[src/hdl/les_pkg.sv]
// Shared types and constants for the looping event sequencer.
// No dependencies; every other file imports this package.
package les_pkg;

  localparam int DEF_EVENT_SLOTS = 16;
  localparam int DEF_TIME_BITS = 24;
  localparam int MAX_RESULTS = 32;
  localparam int RES_CNT_W = 6;
  localparam int TAG_W = 16;
  localparam int LOOP_W = 8;
  localparam int ITER_W = 9;
  localparam logic [ITER_W-1:0] ITER_MAX = 9'd511;
  localparam logic [ITER_W-1:0] ITER_RESET = 9'd1;
  localparam logic [63:0] PHRASE_RESET = 64'd4096;
  localparam logic [LOOP_W-1:0] LOOP_RESET = 8'd1;
  localparam int CFG_IDX_W = 1;
  localparam logic [CFG_IDX_W-1:0] REG_PHRASE_LENGTH = 1'b0;
  localparam logic [CFG_IDX_W-1:0] REG_LOOP_TOTAL = 1'b1;
  localparam logic ACT_ADD = 1'b0;
  localparam logic ACT_ADVANCE = 1'b1;
  localparam int QUEUE_DEPTH = 2;

  typedef enum logic [2:0] {
    ST_IDLE,
    ST_INS_SCAN,
    ST_INS_SHIFT,
    ST_RI_SCAN,
    ST_DRY,
    ST_RUN
  } core_state_t;

endpackage

[src/hdl/les_front.sv]
// Front end: accepts input words into a short queue and classifies them.
// Depends on les_pkg.
module les_front import les_pkg::*; #(
  parameter int TIME_BITS = DEF_TIME_BITS,
  localparam int DATA_W = ((2 * TIME_BITS + TAG_W + 7) / 8) * 8
) (
  input  logic                 clk,
  input  logic                 rst,
  input  logic                 s_tvalid,
  output logic                 s_tready,
  input  logic [DATA_W-1:0]    s_tdata,
  input  logic                 s_tuser,
  output logic                 q_valid,
  input  logic                 q_pop,
  output logic                 q_is_add,
  output logic [TIME_BITS-1:0] q_position,
  output logic [TAG_W-1:0]     q_tag,
  output logic [TIME_BITS-1:0] q_elapsed
);

  localparam int ITEM_W = 1 + 2 * TIME_BITS + TAG_W;

  logic [ITEM_W-1:0] slots [0:QUEUE_DEPTH-1];
  logic              wr_ptr;
  logic              rd_ptr;
  logic [1:0]        fill;
  logic              push;
  logic [ITEM_W-1:0] head;

  assign s_tready = (fill != 2'(QUEUE_DEPTH));
  assign push = s_tvalid && s_tready;
  assign q_valid = (fill != 2'd0);
  assign head = slots[rd_ptr];
  assign q_is_add = (head[ITEM_W-1] == ACT_ADD);
  assign q_position = head[TIME_BITS-1:0];
  assign q_tag = head[TIME_BITS+TAG_W-1:TIME_BITS];
  assign q_elapsed = head[2*TIME_BITS+TAG_W-1:TIME_BITS+TAG_W];

  always_ff @(posedge clk) begin
    if (push) begin
      slots[wr_ptr] <= {s_tuser, s_tdata[ITEM_W-2:0]};
    end
    if (rst) begin
      wr_ptr <= 1'b0;
      rd_ptr <= 1'b0;
      fill <= 2'd0;
    end else begin
      if (push) begin
        wr_ptr <= ~wr_ptr;
      end
      if (q_pop) begin
        rd_ptr <= ~rd_ptr;
      end
      fill <= fill + 2'(push) - 2'(q_pop);
    end
  end

endmodule

[src/hdl/les_core.sv]
// Back end: event table, time keeping, insertion and advance sequencing.
// Depends on les_pkg.
module les_core import les_pkg::*; #(
  parameter int EVENT_SLOTS = DEF_EVENT_SLOTS,
  parameter int TIME_BITS = DEF_TIME_BITS
) (
  input  logic                 clk,
  input  logic                 rst,
  input  logic                 cfg_wr_en,
  input  logic [CFG_IDX_W-1:0] cfg_index,
  input  logic [TIME_BITS-1:0] cfg_data,
  input  logic                 q_valid,
  output logic                 q_pop,
  input  logic                 q_is_add,
  input  logic [TIME_BITS-1:0] q_position,
  input  logic [TAG_W-1:0]     q_tag,
  input  logic [TIME_BITS-1:0] q_elapsed,
  output logic                 out_valid,
  input  logic                 out_ready,
  output logic [TAG_W-1:0]     out_tag,
  output logic [TIME_BITS-1:0] out_offset,
  output logic                 out_has_event,
  output logic                 out_last,
  output logic                 out_done
);

  localparam int IDX_W = (EVENT_SLOTS > 1) ? $clog2(EVENT_SLOTS) : 1;
  localparam int CNT_W = $clog2(EVENT_SLOTS + 1);
  localparam int CT_W = TIME_BITS + 1;

  logic [TIME_BITS-1:0] pos_mem [0:EVENT_SLOTS-1];
  logic [TAG_W-1:0]     tag_mem [0:EVENT_SLOTS-1];

  core_state_t state, state_next;
  logic [CNT_W-1:0]     count, count_next;
  logic [CNT_W-1:0]     ridx, ridx_next;
  logic [CT_W-1:0]      ctime, ctime_next;
  logic [ITER_W-1:0]    iter, iter_next;
  logic [RES_CNT_W-1:0] n, n_next;
  logic [RES_CNT_W-1:0] n_total, n_total_next;
  logic                 fin, fin_next;
  logic [CT_W-1:0]      snap_time, snap_time_next;
  logic [CNT_W-1:0]     snap_ridx, snap_ridx_next;
  logic [ITER_W-1:0]    snap_iter, snap_iter_next;
  logic [TIME_BITS-1:0] phrase_length;
  logic [LOOP_W-1:0]    loop_total;
  logic [TIME_BITS-1:0] new_pos, elapsed;
  logic [TAG_W-1:0]     new_tag;
  logic                 latch_item;
  logic                 do_shift;
  logic                 load_out;
  logic                 load_has;

  logic [TIME_BITS-1:0] cur_pos;
  logic [TAG_W-1:0]     cur_tag;
  logic                 finished;
  logic                 cond;
  logic [CNT_W-1:0]     ridx_a;
  logic                 wrap;
  logic [CNT_W-1:0]     ridx_s;
  logic [CT_W-1:0]      ctime_s;
  logic [ITER_W-1:0]    iter_s;
  logic [CT_W:0]        time_sum;
  logic [CT_W-1:0]      time_added;
  logic [CT_W-1:0]      late;
  logic [TIME_BITS-1:0] offset;
  logic                 out_free;

  assign cur_pos = pos_mem[ridx[IDX_W-1:0]];
  assign cur_tag = tag_mem[ridx[IDX_W-1:0]];
  assign finished = iter > {1'b0, loop_total};
  assign out_free = !out_valid || out_ready;

  always_comb begin
    cond = (n < RES_CNT_W'(MAX_RESULTS)) && (ridx < count) &&
           ({1'b0, cur_pos} <= ctime) && !finished;
    ridx_a = cond ? ridx + CNT_W'(1) : ridx;
    wrap = (ridx_a >= count) && (ctime >= {1'b0, phrase_length});
    ridx_s = wrap ? '0 : ridx_a;
    ctime_s = wrap ? ctime - {1'b0, phrase_length} : ctime;
    iter_s = (wrap && iter < ITER_MAX) ? iter + ITER_W'(1) : iter;
    time_sum = {1'b0, ctime} + (CT_W + 1)'(q_elapsed);
    time_added = time_sum[CT_W] ? '1 : time_sum[CT_W-1:0];
    late = ctime - {1'b0, cur_pos};
    offset = (late > {1'b0, elapsed}) ? '0 : elapsed - late[TIME_BITS-1:0];
  end

  always_ff @(posedge clk) begin
    if (rst) begin
      state <= ST_IDLE;
      count <= '0;
      ridx <= '0;
      ctime <= '0;
      iter <= ITER_RESET;
      n <= '0;
      n_total <= '0;
      fin <= 1'b0;
      phrase_length <= PHRASE_RESET[TIME_BITS-1:0];
      loop_total <= LOOP_RESET;
      out_valid <= 1'b0;
    end else begin
      state <= state_next;
      count <= count_next;
      ridx <= ridx_next;
      ctime <= ctime_next;
      iter <= iter_next;
      n <= n_next;
      n_total <= n_total_next;
      fin <= fin_next;
      if (cfg_wr_en && cfg_index == REG_PHRASE_LENGTH) begin
        phrase_length <= cfg_data;
      end
      if (cfg_wr_en && cfg_index == REG_LOOP_TOTAL) begin
        loop_total <= cfg_data[LOOP_W-1:0];
      end
      if (load_out) begin
        out_valid <= 1'b1;
      end else if (out_ready) begin
        out_valid <= 1'b0;
      end
    end
    snap_time <= snap_time_next;
    snap_ridx <= snap_ridx_next;
    snap_iter <= snap_iter_next;
    if (latch_item) begin
      new_pos <= q_position;
      new_tag <= q_tag;
      elapsed <= q_elapsed;
    end
    if (load_out) begin
      out_tag <= load_has ? cur_tag : '0;
      out_offset <= load_has ? offset : '0;
      out_has_event <= load_has;
      out_last <= load_has ? (n + RES_CNT_W'(1) == n_total) : 1'b1;
      out_done <= fin;
    end
  end

  // Insertion writes the new entry at ridx and shifts every later entry up by one at once.
  always_ff @(posedge clk) begin
    if (do_shift) begin
      for (int j = 0; j < EVENT_SLOTS; j++) begin
        if (CNT_W'(j) == ridx) begin
          pos_mem[j] <= new_pos;
          tag_mem[j] <= new_tag;
        end else if (j > 0 && CNT_W'(j) > ridx) begin
          pos_mem[j] <= pos_mem[(j > 0) ? j - 1 : 0];
          tag_mem[j] <= tag_mem[(j > 0) ? j - 1 : 0];
        end
      end
    end
  end

  always_comb begin
    state_next = state;
    count_next = count;
    ridx_next = ridx;
    ctime_next = ctime;
    iter_next = iter;
    n_next = n;
    n_total_next = n_total;
    fin_next = fin;
    snap_time_next = snap_time;
    snap_ridx_next = snap_ridx;
    snap_iter_next = snap_iter;
    q_pop = 1'b0;
    latch_item = 1'b0;
    do_shift = 1'b0;
    load_out = 1'b0;
    load_has = 1'b0;
    case (state)
      ST_IDLE: begin
        if (q_valid) begin
          q_pop = 1'b1;
          latch_item = 1'b1;
          if (q_is_add) begin
            if (count < CNT_W'(EVENT_SLOTS)) begin
              ridx_next = '0;
              state_next = ST_INS_SCAN;
            end
          end else if (count != '0 && !finished) begin
            ctime_next = time_added;
            snap_time_next = time_added;
            snap_ridx_next = ridx;
            snap_iter_next = iter;
            n_next = '0;
            state_next = ST_DRY;
          end
        end
      end
      ST_INS_SCAN: begin
        if (ridx < count && cur_pos <= new_pos) begin
          ridx_next = ridx + CNT_W'(1);
        end else begin
          state_next = ST_INS_SHIFT;
        end
      end
      ST_INS_SHIFT: begin
        do_shift = 1'b1;
        count_next = count + CNT_W'(1);
        ridx_next = '0;
        state_next = ST_RI_SCAN;
      end
      ST_RI_SCAN: begin
        if (ridx < count && {1'b0, cur_pos} < ctime) begin
          ridx_next = ridx + CNT_W'(1);
        end else begin
          state_next = ST_IDLE;
        end
      end
      ST_DRY: begin
        ridx_next = ridx_s;
        ctime_next = ctime_s;
        iter_next = iter_s;
        if (cond) begin
          n_next = n + RES_CNT_W'(1);
        end else begin
          fin_next = iter_s > {1'b0, loop_total};
          n_total_next = n;
          n_next = '0;
          ridx_next = snap_ridx;
          ctime_next = snap_time;
          iter_next = snap_iter;
          state_next = ST_RUN;
        end
      end
      ST_RUN: begin
        if (cond) begin
          if (out_free) begin
            load_out = 1'b1;
            load_has = 1'b1;
            ridx_next = ridx_s;
            ctime_next = ctime_s;
            iter_next = iter_s;
            n_next = n + RES_CNT_W'(1);
          end
        end else if (n_total != '0 || out_free) begin
          load_out = (n_total == '0);
          ridx_next = ridx_s;
          ctime_next = ctime_s;
          iter_next = iter_s;
          state_next = ST_IDLE;
        end
      end
      default: begin
        state_next = ST_IDLE;
      end
    endcase
  end

endmodule

[src/hdl/looping_event_sequencer_top.sv]
// Looping event sequencer: an add scans the table one entry per cycle to find the insertion
// point, then rescans it to place the read index. An advance first makes a dry pass that settles
// the done flag, then replays the same events to send the results out.
// Items run one at a time; a two-word input queue and an output register decouple the ports.
// Reset (rst, synchronous) empties the table, zeroes time and restores the register defaults.
// Depends on les_pkg, les_front and les_core.
module looping_event_sequencer_top import les_pkg::*; #(
  parameter int EVENT_SLOTS = DEF_EVENT_SLOTS,
  parameter int TIME_BITS = DEF_TIME_BITS,
  localparam int IN_W = ((2 * TIME_BITS + TAG_W + 7) / 8) * 8,
  localparam int OUT_W = ((TIME_BITS + TAG_W + 7) / 8) * 8
) (
  input  logic                 clk,
  input  logic                 rst,
  input  logic                 cfg_wr_en,
  input  logic [CFG_IDX_W-1:0] cfg_index,
  input  logic [TIME_BITS-1:0] cfg_data,
  input  logic                 s_tvalid,
  output logic                 s_tready,
  input  logic [IN_W-1:0]      s_tdata,  // event_position, event_tag, elapsed
  input  logic                 s_tuser,  // action
  output logic                 m_tvalid,
  input  logic                 m_tready,
  output logic [OUT_W-1:0]     m_tdata,  // fired_tag, fire_offset
  output logic [1:0]           m_tuser,  // has_event, done_res
  output logic                 m_tlast
);

  logic                 q_valid;
  logic                 q_pop;
  logic                 q_is_add;
  logic [TIME_BITS-1:0] q_position;
  logic [TAG_W-1:0]     q_tag;
  logic [TIME_BITS-1:0] q_elapsed;
  logic [TAG_W-1:0]     out_tag;
  logic [TIME_BITS-1:0] out_offset;
  logic                 out_has_event;
  logic                 out_done;

  les_front #(.TIME_BITS(TIME_BITS)) u_front (
    .clk(clk), .rst(rst),
    .s_tvalid(s_tvalid), .s_tready(s_tready), .s_tdata(s_tdata), .s_tuser(s_tuser),
    .q_valid(q_valid), .q_pop(q_pop), .q_is_add(q_is_add),
    .q_position(q_position), .q_tag(q_tag), .q_elapsed(q_elapsed)
  );

  les_core #(.EVENT_SLOTS(EVENT_SLOTS), .TIME_BITS(TIME_BITS)) u_core (
    .clk(clk), .rst(rst),
    .cfg_wr_en(cfg_wr_en), .cfg_index(cfg_index), .cfg_data(cfg_data),
    .q_valid(q_valid), .q_pop(q_pop), .q_is_add(q_is_add),
    .q_position(q_position), .q_tag(q_tag), .q_elapsed(q_elapsed),
    .out_valid(m_tvalid), .out_ready(m_tready), .out_tag(out_tag),
    .out_offset(out_offset), .out_has_event(out_has_event),
    .out_last(m_tlast), .out_done(out_done)
  );

  assign m_tdata = OUT_W'({out_offset, out_tag});
  assign m_tuser = {out_done, out_has_event};

endmodule
[config.mk]
export PLATFORM = sky130hd
export DESIGN_NAME = looping_event_sequencer_top
export DESIGN_NICKNAME = d
export VERILOG_FILES = /design/src/hdl/les_pkg.sv /design/src/hdl/les_front.sv /design/src/hdl/les_core.sv /design/src/hdl/looping_event_sequencer_top.sv
export SDC_FILE = /design/constraint.sdc
export NUM_CORES = 2
export LEC_CHECK = 0
export ABC_AREA = 1
export CAP_MARGIN = 15
export CORE_MARGIN = 5
export CORE_UTILIZATION = 47
export DETAILED_ROUTE_END_ITERATION = 16
export DONT_BUFFER_PORTS = 1
export RECOVER_POWER = 25
export SYNTH_ARGS = -nofsm -noshare
export SYNTH_HDL_FRONTEND = slang
export SYNTH_HIERARCHICAL = 1
export SYNTH_SLANG_ARGS = --single-unit
[constraint.sdc]
create_clock -name clk -period 8.46 [get_ports clk]
set_input_delay 0 -clock clk [delete_from_list [all_inputs] [get_ports clk]]
set_output_delay 0 -clock clk [all_outputs]
set_load 0.02 [all_outputs]
==> results.ini <==
[worst_setup_path]
timing.setup.critical_path_class=flip-flop to flip-flop
critPathMaxFanout=96
end_kind=flip-flop
crit_arrival_ns=7.45
worstPathRequired_ns=9.10
cp_slowest_cell=dfxtp_4
setup.worst_path.start_class=flip-flop
path_buf_inv=6
ff2ff_setup_slack_ns=1.65
r2r_cells=37
cp_common_cell=nand2_1
max_stage_delay_ns=0.85
critPathTopFamily=compound AO/OA/AOI/OAI gates
reg2reg_to=u_core/fin$_SDFFE_PP0P_

[logic_synthesis]
ys.flop_type=edfxtp_1
synth.distinct_cells=64
yosysTopAreaCell=edfxtp_1
synth_cells=5959
synth.avg_cell_area_um2=9.123
syn-num-nets=6234
synth-seq-cells=1018
yosys_warnings=6
netlist_area_mm2=0.05436
synth.area.mux_share_pct=2.131
synth_top_family_by_area=compound AO/OA/AOI/OAI gates
synthAdderAreaFrac_pct=4.198
synthTopCellsByArea=edfxtp_1 51%, nand2_1 7.7%, a21oi_1 6.6%, o21ai_0 6.4%, inv_1 4.1%
synth_edf_count=916
yosysSeqAreaShare_pct=54.35
synthArstFlopShare_pct=0
yosys.area_share.simple_pct=14.79
synth-compound-area-share_pct=16.05
synth_top_area_share_pct=50.60
synthXorXnorAreaFrac_pct=1.353

[pwr]
p_switching_mw=10.98
p_clk_share_pct=20.1
p_leak_nw=23.99
power.density_mw_per_mm2=405.5
comb_power_share_pct=45.7
vdd_ir_drop_max_mv=0.2629
p_seq_share_pct=34.1
switching_share_pct=44.50
p_int_mw=13.70

[run_status]
outcome=complete, but fails checks
violations=capacitance limit, slew limit

[global_route]
grt_pass1_wl_mm=265.9
antenna_found_initial=4
grt_max_degree=160
first_global_vias=42020
grt_use_total_pct=28.67
overflow=0

[place]
place.port_buffers=0
hpwl_mm=112.9
place.gp.congestion=0.9451

[clock_network]
clock-root-buffer=clkbuf_16
clk_latency_ns=0.73
cts.htree.levels=3
cts_buffers=113
cts.sinks=1018
cts_setup_buffers=0
clkTransAtPathRegs_ns=0.06
cts_tree=done
cts_resized=0
cts_max_path_buffers=3

[cells_and_area]
drive_above_1_share_pct=5.394
nNetsFinal=6267
area_growth_pct=11.98
utilization_pct=53.10

[timing]
finalCritPeriodShare_pct=80.53
tightest_slew_ns=3.078
rsz0062_at_grt=no
tns_ns=0
drv_slew=465
hold_viol_final=0
maxSlewHeadroom_pct=-105.2
finClkSkew_ns=0.02948
finalSetupViolations=0
fmax_ghz=0.1468
finalCriticalPeriod_ns=6.813

[drt]
dr_total_vias=43810
wl_mm=180.0
dr.pass1.iters=6
initialDrtViolationCount=4994
ant_nets=0
vias_per_cell=5.768
drcViolationCount=0
avgRoutedWirePerCell_um=23.69

[die]
std_cell_rows=124
core-area_mm2=0.1147
initial_core_util_pct=47.42
io_pins=140
die_w_um=350.1
dieArea_mm2=0.1226
die_h_um=350.1

[worst_hold_path]
whs_endpoint=u_core/phrase_length[9]$_SDFFE_PP0P_
min_delay_path_depth=3
hp-start=cfg_data[9]
hold_class=input port to flip-flop

[run]
cap_violations=13

## stage by stage
step	cells	setup slack, ns	power (mW)	hold slack, ns	instance area (um2)
CTS	7593	1.695	24.72	0.0004688	61160
global placement	7219	1.883	19.51	0.08373	55730
global route	7594	1.065	26.25	0.04174	60870
detailed placement	7219	1.722	19.64	0.08344	55730
finish	7596	1.647	24.69	0.02213	60880
floorplan	5959	1.881	15.95	0.06907	54360
## synth_stat cells (8+ instances only)
library cell and count:
o21bai_1 8, nand2_2 8, nor2_1 515, buf_2 47, inv_1 595, buf_1 21, a21o_1 9, ha_1 176
dfxtp_1 102, nor3_1 26, nor2_2 22, edfxtp_1 916, mux2_4 50, buf_6 15, o211ai_1 31, o221ai_1 60
xor2_1 46, nand2_1 1117, a31oi_1 8, clkinv_1 40, nand4_1 40, nand3_1 192, o21ai_0 700, clkbuf_1 235
inv_2 13, a21oi_1 717, xnor2_1 38, mux2i_1 25, mux2_2 14, o21ai_1 86
## worst min-delay path, delay by kind of cell
family / cells / cell delay, ns
AOI/OAI and AO/OA: 2 / 0.20
buffers and inverters: 1 / 0.52
## power groups by stage
stage,clock [mW],sequential [mW],combinational [mW]
after floorplan,0,8.03,7.92
final,4.97,8.42,11.3
after global routing,5.28,8.53,12.4
after CTS,5.04,8.40,11.3
after global placement,0,8.48,11.0
after detailed placement,0,8.49,11.1
## registers in the layout, summed over array words and instances (netlist names), 3 cells and up, named ones only
name / flops
u_core/n: 6
u_core/tag_mem: 256
u_core/ctime: 25
u_core/ridx: 5
u_core/elapsed: 24
u_core/new_tag: 16
u_core/snap_time: 25
u_core/state: 3
u_core/loop_total: 8
u_core/iter: 9
u_core/n_total: 6
u_core/new_pos: 24
u_core/out_tag: 16
u_core/snap_iter: 9
u_core/out_offset: 24
u_front/slots: 130
u_core/pos_mem: 384
u_core/phrase_length: 24
u_core/count: 5
u_core/snap_ridx: 5
## cell type report
type | count | area (um2)
antenna | 3 | 7.507
clock buffer | 145 | 3008
clock inverter | 59 | 699.4
fill | 10340 | 53780
inverter | 652 | 2464
multi-input combinational | 3965 | 21000
sequential | 1018 | 29560
tap | 1512 | 1892
timing repair buffer | 242 | 2252
## worst max-delay path by stage
stage	end	slack (ns)	depth (start not counted)
after floorplan	u_core/pos_mem[12][0]$_DFFE_PP_	1.88	8
after global placement	u_core/fin$_SDFFE_PP0P_	1.88	39
after detailed placement	u_core/fin$_SDFFE_PP0P_	1.72	37
after CTS	u_core/fin$_SDFFE_PP0P_	1.70	37
after global routing	u_core/fin$_SDFFE_PP0P_	1.06	39
final	u_core/fin$_SDFFE_PP0P_	1.65	37
## per-layer routing
layer  GRT usage (%)  up-vias  wire (um)
met4           9.500        0       6444
met2           48.76     1972      85390
li1                -    20530          -
met3           3.730      313      14830
met5               0        -          0
met1           38.29    21000      73290
## timing repair
item	4_1_cts	5_1_grt
endpoints found under the setup margin	0	0
hold buffers	170	0
endpoints found under the hold margin	276	0
## kinds of logic after synthesis
family | count (synthesis)
compound gates | 1651
xor+xnor | 84
fa+ha+maj | 180
buf+inv | 976
flops | 1018
mux | 89
simple gates | 1961
## layout by cell type (no fill, tap or decap), types with 86 or more instances in the layout
| master | count |
|---|---|
| nor2_1 | 509 |
| dfxtp_1 | 99 |
| o21ai_0 | 694 |
| dlygate4sd3_1 | 169 |
| edfxtp_1 | 916 |
| a21oi_1 | 714 |
| o21ai_1 | 86 |
| nand3_1 | 188 |
| ha_1 | 176 |
| nand2_1 | 1113 |
| inv_1 | 596 |
| clkbuf_16 | 113 |
Note: power is estimated with default switching activity, not from simulation.
